## config.mk

```make
export PLATFORM = sky130hd
export DESIGN_NAME = mhtq_cell
export DESIGN_NICKNAME = d
export VERILOG_FILES = /design/src/sv/assert_macros.svh /design/src/sv/mhtq_pkg.sv /design/src/sv/mhtq_cell.sv
export SDC_FILE = /design/constraint.sdc
export NUM_CORES = 1
export LEC_CHECK = 0
export BUFFER_PORTS_ARGS = -buffer_cell sky130_fd_sc_hd__buf_4
export CORE_MARGIN = 1.5
export CORE_UTILIZATION = 51
export DETAILED_ROUTE_END_ITERATION = 7
export PLACE_DENSITY = 0.92
export SLEW_MARGIN = 10
export SYNTH_ARGS = -nofsm -noshare
export SYNTH_HDL_FRONTEND = slang
export SYNTH_SLANG_ARGS = --single-unit
export TNS_END_PERCENT = 5
```

## constraint.sdc

```tcl
create_clock -name clock -period 10.49 [get_ports clock]
set_clock_uncertainty 0.2 [all_clocks]
set_input_delay 2.098 -clock clock [delete_from_list [all_inputs] [get_ports clock]]
set_output_delay 2.098 -clock clock [all_outputs]
set_load 0.03 [all_outputs]
```

## src/sv/assert_macros.svh

```systemverilog
// Assertion macros shared by the timer queue RTL.
`ifndef ASSERT_MACROS_SVH
`define ASSERT_MACROS_SVH

// Same-cycle implication, sampled on clock and held off during reset.
`define CHECK_IMPLIES(label, ante, cons, msg) \
   label: assert property (@(posedge clock) disable iff (reset) (ante) |-> (cons)) \
      else $error(msg);

// Next-cycle implication, sampled on clock and held off during reset.
`define CHECK_NEXT(label, ante, cons, msg) \
   label: assert property (@(posedge clock) disable iff (reset) (ante) |=> (cons)) \
      else $error(msg);

`endif

```

## src/sv/mhtq_pkg.sv

```systemverilog
// Types, codes and helpers shared by the timer queue modules.
package mhtq_pkg;

   localparam int POS_W    = 6;
   localparam int CNT_W    = 6;
   localparam int TIME_W   = 32;
   localparam int ID_W     = 8;
   localparam int TMO_W    = 24;
   localparam int ELP_W    = 16;
   localparam int KIND_W   = 3;
   localparam int STATUS_W = 2;
   localparam int OP_W     = 2;

   localparam logic [KIND_W-1:0] KIND_ADD    = 3'd0;
   localparam logic [KIND_W-1:0] KIND_ADJUST = 3'd1;
   localparam logic [KIND_W-1:0] KIND_CANCEL = 3'd2;
   localparam logic [KIND_W-1:0] KIND_TICK   = 3'd3;
   localparam logic [KIND_W-1:0] KIND_CLEAR  = 3'd4;

   localparam logic [STATUS_W-1:0] ST_OK     = 2'd0;
   localparam logic [STATUS_W-1:0] ST_ABSENT = 2'd1;
   localparam logic [STATUS_W-1:0] ST_FULL   = 2'd2;

   localparam logic [OP_W-1:0] OP_HOLD  = 2'd0;
   localparam logic [OP_W-1:0] OP_SWAP  = 2'd1;
   localparam logic [OP_W-1:0] OP_WRITE = 2'd2;

   localparam logic [TMO_W-1:0] WAIT_MAX = 24'hFFFFFF;

   typedef struct packed {
      logic [TIME_W-1:0] expiry;
      logic [ID_W-1:0]   id;
   } entry_type;

   typedef struct packed {
      logic [OP_W-1:0]  op;
      logic [POS_W-1:0] upper_idx;
      logic [POS_W-1:0] lower_idx;
      logic             lower_right;
      logic [POS_W-1:0] wr_idx;
      logic             wr_id_en;
      entry_type        wr_entry;
   } cell_cmd_type;

   typedef struct packed {
      logic lt_left;
      logic lt_right;
      logic right_lt_left;
   } cell_flags_type;

   // Wrapping time order: a is earlier than b when a - b is negative.
   function automatic logic earlier(input logic [TIME_W-1:0] a, input logic [TIME_W-1:0] b);
      logic [TIME_W-1:0] diff;
      diff = a - b;
      return diff[TIME_W-1];
   endfunction

endpackage

```

## src/sv/mhtq_cell.sv

```systemverilog
// One heap slot: holds an entry, swaps with its tree neighbors and compares against its children.
module mhtq_cell
   import mhtq_pkg::*;
#(
   parameter int INDEX = 0
) (
   input  logic           clock,
   input  cell_cmd_type   cmd,
   input  entry_type      parent_entry,
   input  entry_type      left_entry,
   input  entry_type      right_entry,
   output entry_type      entry,
   output cell_flags_type flags
);

   localparam logic [POS_W-1:0] MY_IDX = POS_W'(INDEX);

   entry_type entry_ff;
   entry_type entry_in;

   always_comb begin
      entry_in = entry_ff;
      case (cmd.op)
         OP_SWAP: begin
            // The upper slot pulls from the chosen child, the lower slot from its parent.
            if (cmd.upper_idx == MY_IDX) begin
               entry_in = cmd.lower_right ? right_entry : left_entry;
            end else if (cmd.lower_idx == MY_IDX) begin
               entry_in = parent_entry;
            end
         end
         OP_WRITE: begin
            if (cmd.wr_idx == MY_IDX) begin
               entry_in.expiry = cmd.wr_entry.expiry;
               if (cmd.wr_id_en) begin
                  entry_in.id = cmd.wr_entry.id;
               end
            end
         end
         default: begin
            entry_in = entry_ff;
         end
      endcase
   end

   always_ff @(posedge clock) begin
      entry_ff <= entry_in;
   end

   assign entry               = entry_ff;
   assign flags.lt_left       = earlier(entry_ff.expiry, left_entry.expiry);
   assign flags.lt_right      = earlier(entry_ff.expiry, right_entry.expiry);
   assign flags.right_lt_left = earlier(right_entry.expiry, left_entry.expiry);

endmodule

```

==> metrics, run 1 <==
Main synth FF type=edfxtp_1; total routed wirelength=14600 um; # clock sinks=40; main area contributors after synthesis=edfxtp_1, ha_1, a21oi_1; cells after synthesis=581; CTS Hold Bufs=0; initial DRC count=193; Total Die Area=9670 sq um; Max VDD drop=0.0463 mV; fill count=641; global-route wire length before repair=23500 um; CP endpoint kind=output port; Yosys cell types=29; post-place instance area=6410 sq um; Via-to-Cell Ratio=5.60; Hold Slack=1870 ps; Power Dens Cells=74.6 nW/um^2; CTS root buf=clkbuf_8; Post-CTS Setup Inserts=0; count of final hold-check violations=0; vias in the first global route=5064; hpwl dp=11700 um; outcome=finished clean; multi-input logic area=3140 sq um; share of the synthesized area in the top cell type=25.9%; Non-Filler Instances=903; Yosys top cell by area=edfxtp_1; PostCTS Resize Cnt=0; Num CTS Buffers=5; Synth Net Count=854; overall routing resource usage=29.8%; Initial Util=52.9%; Worst Path Required=8190 ps; die width=98.4 um; DRT antenna net count=0; clk buf depth=2; initial antenna violation count=0; layout cell share with drive strength beyond 1=30.2%; Post-synth EDFFs=40; sequential cell area fraction in the yosys report=25.9%; First-pass DRT Iterations=4; # rows=34; Die Height=98.4 um; fmax=0.159 GHz; Pleak=3.27 nW; Clock transition at path regs=90 ps; max reg flops=40; WP data arrival=3990 ps; Cell Count Post-Placement=895; via count=5059; Routability Congestion=0.918; DR WL/cell=16.2 um; final net count=1067; synth cell count leaders=ha_1, a21oi_1, nand2_1; final setup TNS=0 ps; Setup crit start kind=primary input; Pwr Total=487 uW; post-route cell area=6520 sq um; final slew viol count=0; GRT overflow=0; mapped cell area=4640 sq um; Core Footprint=8760 sq um; io pins=226; final setup fails=0; RSZ-0062 raised after global routing=no; max_slew headroom=47.0%; DRC Markers=0; proportion of synthesized flip-flops having asynchronous set or reset=0%; most numerous cell in the Yosys netlist=ha_1; Setup CP Type=primary input to output port; CTS tree=yes; worst min-delay path category=primary input to flop; Reg area=1200 sq um; synthesis-to-finish area growth=40.6%; IO buf count=225; Syn Area/Cell=7.98 sq um; H-tree Lvls=2; Yosys warnings=0; # diodes=0; Period Utilization, post-route=60.0%; largest net degree at the start of global routing=83; post-route minimum period=6290 ps; Max-Cap Viols=0; Crit Path Max Fanout=2; Yosys reg bits=40; Slew @ Worst Pin=795 ps
[area by class of cell]
cell class | instances | area share (%)
clock buffer | 5 | 1.06
inverter | 61 | 3.51
tap | 108 | 2.07
sequential | 40 | 18.4
timing repair buffer | 228 | 26.3
multi-input combinational | 458 | 48.1
clock inverter | 3 | 0.576
[per-layer routing]
layer | global-route usage (%) | wire (um)
met2 | 52.6 | 7330
met5 | 0 | 0
met1 | 35.9 | 5970
met4 | 12.0 | 475
met3 | 4.94 | 858
[power breakdown]
part / internal [mW] / switching (mW)
combinational: 0.0909 / 0.0856
sequential: 0.179 / 0.00156
clock: 0.0695 / 0.0599
total: 0.340 / 0.147
[cell usage in the layout, fill, tap and decap left out, types with 2 or more instances in the layout]
cell type	netlist	routed
buf_4	0	228
ha_1	90	90
a21oi_1	88	88
nand2_1	78	77
inv_1	61	61
nor2_1	52	52
o21ai_1	46	46
mux2i_1	40	40
edfxtp_1	40	40
o21ai_0	13	13
nand4_1	10	10
nand3_1	6	6
xnor2_1	6	6
nor4_1	5	5
clkbuf_8	0	5
nor2b_1	4	3
and4_1	3	3
o41ai_1	2	2
a221oi_1	2	2
o211ai_1	2	2
a31oi_1	2	2
a211oi_1	2	2
clkinv_1	0	2
[stage by stage]
stage | setup WS, ps | utilization [%]
final | 4200 | 74.4
after global routing | 4090 | 74.4
after CTS | 4170 | 74.4
after detailed placement | 4220 | 73.2
after global placement | 4330 | 73.2
after floorplan | 4460 | -
[cell families (layout without fill, tap and decap cells)]
kind of cell             after synthesis  in the layout  share of synthesized area [%]
AO/OA/AOI/OAI                        162            162                           18.6
AND/OR/NAND/NOR                      160            160                           14.7
adder cells (fa/ha/maj)               90             90                           24.3
buffers and inverters                 83            297                           6.83
multiplexers                          40             40                           8.63
flip-flops                            40             40                           25.9
XOR/XNOR                               6              6                           1.13
[critical path: stages]
cell and delay, ps:
buf_4 90, inv_1 60, ha_1 300, nand2_1 70, o21ai_0 170, a21oi_1 90, o41ai_1 540, a211oi_1 180
xnor2_1 200, buf_4 190
[worst paths after layout]
path / from / endpoint / cells after the start
min: cmd[36] / entry[36] / 3
max: left_entry[14] / flags[2] / 10
Power figures use the tool's default switching activity.
==> inputs of run 2 (changes only) <==
CORE_UTILIZATION = 48   (was 51)
PLACE_DENSITY = 0.88   (was 0.92)
clock period = 5.89 ns   (was 10.49 ns; I/O delays follow)
==> run 2 against run 1 <==
  * Via count shrank 1.0%
  * Critical path depth is the same
  * Clock-buffer cell count did not move
==> metrics, run 2 (same netlist as run 1, synthesis figures left out) <==
outcome=finished clean; commonest non-fill, non-tap cell in the layout=buf_4; initial antenna violation count=0 (unchanged); Non-Filler Instances=924 (+2.3%); DR WL/cell=16.1 um (-0.79%); Initial Util=49.9% (-3.0 points); layout cell share with drive strength beyond 1=30.2% (unchanged); initial DRC count=215 (+11%); global-route wire length before repair=23600 um (+0.53%); CTS root buf=clkbuf_8; via count=5006 (-1.0%); Power Dens Cells=131 nW/um^2 (+76%); H-tree Lvls=2 (unchanged); clk buf depth=2 (unchanged); vias in the first global route=5024 (-0.79%); largest net degree at the start of global routing=82 (-1.2%); fill count=763 (+19%); synthesis-to-finish area growth=41.2%; CTS Hold Bufs=0 (unchanged); First-pass DRT Iterations=5 (+1); RSZ-0062 raised after global routing=no; Num CTS Buffers=5 (unchanged); Die Height=101 um (+3.0%); Core Footprint=9280 sq um (+5.9%); max reg flops=40 (unchanged); Period Utilization, post-route=74.0%; hpwl dp=12300 um (+5.0%); final setup TNS=0 ps (unchanged); post-place instance area=6440 sq um (+0.41%); # rows=35 (+2.9%); Via-to-Cell Ratio=5.42 (-3.3%); WP data arrival=2980 ps (-1010 ps); worst min-delay path category=primary input to flop; count of final hold-check violations=0 (unchanged); DRC Markers=0 (unchanged); fmax=0.229 GHz; final setup fails=0 (unchanged); Crit Path Max Fanout=3 (+1); final net count=1067 (unchanged); Max VDD drop=0.0958 mV (+110%); Worst Path Required=4510 ps (-3680 ps); Routability Congestion=0.911 (-0.74%); PostCTS Resize Cnt=0 (unchanged); overall routing resource usage=29.1% (-0.68 points); Setup CP Type=primary input to output port; GRT overflow=0 (unchanged); max_slew headroom=47.4% (+0.38 points); IO buf count=225 (unchanged); post-route minimum period=4360 ps; Setup crit start kind=primary input; Post-CTS Setup Inserts=0 (unchanged); io pins=226 (unchanged); Max-Cap Viols=0 (unchanged); Clock transition at path regs=80 ps (about the same); Total Die Area=10300 sq um (+6.1%); # clock sinks=40 (unchanged); # diodes=0 (unchanged); CP endpoint kind=output port; final slew viol count=0 (unchanged); CTS tree=yes; Cell Count Post-Placement=916 (+2.3%); DRT antenna net count=0 (unchanged); die width=101 um (+3.0%); Slew @ Worst Pin=789 ps (-5.73 ps); most frequent cells in the layout=buf_4, ha_1, a21oi_1; post-route cell area=6550 sq um (+0.40%); Pleak=3.27 nW (unchanged); total routed wirelength=14900 um (+1.5%)
==> run 2: cell counts in the layout (fill, tap and decap cells not counted) <==
Identical to the previous run, type by type.
==> run 2: report_power, final <==
part,switching (mW),internal [mW]
Clock,0.101,0.124
Combinational,0.152,0.161
Sequential,0.00286,0.319
Total,0.256,0.604
==> run 2: worst paths after layout <==
path,start,end,slack [ps],depth (start not counted)
setup / recovery,right_entry[12],flags[1],1530,10
hold / removal,cmd[15],entry[15],970,3
==> run 2: per-layer routing <==
metal,routed length (um),global-route usage (%),share of wire (%)
met5,0,0,0
met4,297,8.65,2.0
met3,841,4.55,5.7
met2,7590,53.8,51
met1,6130,34.6,41
==> run 2: critical path, cell delays in order <==
cell     delay [ps]
buf_4           110
inv_1            40
ha_1            290
a21oi_1          60
o21ai_0         160
a21oi_1          90
o41ai_1         500
a31oi_1         170
xnor2_1         200
buf_4           190
==> run 2: final cells by class <==
cell class,count,area (sq um),area share [%]
Multi-Input combinational cell,458,3140,47.9
Tap cell,129,161,2.47
Timing Repair Buffer,228,1710,26.1
Inverter,61,229,3.50
Sequential cell,40,1200,18.3
Clock inverter,3,37.5,0.573
Clock buffer,5,68.8,1.05
==> run 2: metrics by stage <==
step                hold WS [ps]  utilization (%)  total power, mW  worst slack (ps)
global route                 958             70.5            0.909              1400
global placement            1260             69.4            0.626              1580
CTS                          961             70.5            0.863              1480
detailed placement          1260             69.4            0.639              1480
floorplan                   1170                -            0.485              1700
finish                       971             70.5            0.860              1530
==> inputs of run 3 (changes only) <==
CORE_UTILIZATION = 43   (was 48)
PLACE_DENSITY = 0.83   (was 0.88)
clock period = 4 ns   (was 5.89 ns; I/O delays follow)
==> run 3 against run 2 <==
  * Critical path depth unchanged
  * Design area barely moved
  * Clock power up 25%
  * Hold slack lost 400 ps
  * Sequential power increased by 47%
  * Setup slack got worse by 1200 ps
  * Critical endpoint is now flags[2]
==> metrics, run 3 (same netlist as run 1, synthesis figures left out) <==
Via-to-Cell Ratio=5.39 (-0.60%); die width=107 um (+5.5%); post-route minimum period=3650 ps; Num CTS Buffers=5 (unchanged); CTS root buf=clkbuf_8; PostCTS Resize Cnt=0 (unchanged); initial antenna violation count=0 (unchanged); Worst Path Required=3000 ps (-1510 ps); Core Util, Final=62.8% (-7.7 points); # clock sinks=40 (unchanged); CTS Hold Bufs=0 (unchanged); WP data arrival=2650 ps (-330 ps); io pins=226 (unchanged); max reg flops=40 (unchanged); count of final hold-check violations=0 (unchanged); overall routing resource usage=25.8% (-3.3 points); Hold Slack=575 ps (-396 ps); CTS tree=yes; Worst Hold Launch=cmd[17]; First-pass DRT Iterations=5 (unchanged); Total Die Area=11400 sq um (+11%); multi-input logic area=3140 sq um (unchanged); layout cell share with drive strength beyond 1=30.3% (+0.088 points); Clock transition at path regs=90 ps (about the same); setup ws final=355 ps (-1180 ps); Setup crit start kind=primary input; RSZ-0062 raised after global routing=no; commonest non-fill, non-tap cell in the layout=buf_4; total routed wirelength=14800 um (-0.65%); Max-Cap Viols=0 (unchanged); fmax=0.274 GHz; Die Height=107 um (+5.5%); IO buf count=225 (unchanged); via count=5019 (+0.26%); clk buf depth=2 (unchanged); CP endpoint kind=output port; Max VDD drop=0.127 mV (+33%); final slew viol count=0 (unchanged); DR WL/cell=15.8 um (-1.5%); largest net degree at the start of global routing=81 (-1.2%); fill count=904 (+18%); final setup TNS=0 ps (unchanged); # rows=37 (+5.7%); H-tree Lvls=2 (unchanged); GRT overflow=0 (unchanged); Post-CTS Setup Inserts=0 (unchanged); Power Dens Cells=186 nW/um^2 (+42%); DRT antenna net count=0 (unchanged); Crit Path Max Fanout=2 (-1); final setup fails=0 (unchanged); DRC Markers=0 (unchanged); Period Utilization, post-route=91.1%; Pleak=3.26 nW (-0.28%); Reg area=1200 sq um (unchanged); final net count=1068 (+0.094%); pre-CTS setup slack=332 ps (-1150 ps); vias in the first global route=5060 (+0.72%); Routability Congestion=0.955 (+4.8%); hpwl dp=12200 um (-0.91%); hold depth=3 (unchanged); most frequent cells in the layout=buf_4, ha_1, a21oi_1; max_slew headroom=47.3% (-0.053 points); Setup CP Type=primary input to output port; Slew @ Worst Pin=790 ps (+0.797 ps); Worst Hold End=entry[17]; global-route wire length before repair=23600 um (unchanged); initial DRC count=239 (+11%); synthesis-to-finish area growth=41.0% (about the same); outcome=finished clean; worst min-delay path category=primary input to flop; # diodes=0 (unchanged); Core Footprint=10400 sq um (+12%); Initial Util=44.5% (-5.4 points)
## run 3: final cells by class
cell class / instances / share of cell area (%)
inverters: 61 / 3.50
well taps: 136 / 2.60
clock buffers: 6 / 1.11
clock inverters: 2 / 0.172
multi-input cells: 458 / 48.0
repair buffers: 229 / 26.3
flip-flops and latches: 40 / 18.4
## run 3: power breakdown
group | total [mW] | switching, mW | internal (mW)
sequential | 0.474 | 0.00417 | 0.470
combinational | 0.462 | 0.224 | 0.238
clock | 0.281 | 0.159 | 0.121
## run 3: how the worst max path moves through the flow
stage                                from        to  slack (ps)  cells after the start
after global placement     left_entry[12]  flags[2]         370                     10
after global routing      right_entry[37]  flags[1]         250                     10
final                      left_entry[12]  flags[2]         350                     10
after CTS                  left_entry[12]  flags[2]         330                     10
after detailed placement   left_entry[12]  flags[2]         330                     10
after floorplan                   cmd[49]  entry[0]         520                      5
## run 3: worst max-delay path, stage by stage
cell and delay [ps]:
buf_4 80, inv_1 50, ha_1 310, a21oi_1 70, o21ai_0 170, a21oi_1 80, o41ai_1 550, a211oi_1 170
xnor2_1 170, buf_4 180
## run 3: metal layers
layer | global-route usage, % | wire length (um) | vias to the layer above
met3 | 3.95 | 1040 | 28
met1 | 31.4 | 6130 | 2299
met2 | 46.2 | 7220 | 202
met5 | 0 | 0 | -
met4 | 8.95 | 376 | 0
li1 | - | - | 2490
## run 3: stage by stage
stage	std cells	power [mW]	area [sq um]
3_5_place_dp	924	0.943	6460
6_report	932	1.22	6540
5_1_grt	932	1.29	6540
4_1_cts	932	1.23	6540
3_3_place_gp	924	0.926	6460
2_1_floorplan	581	0.714	4640
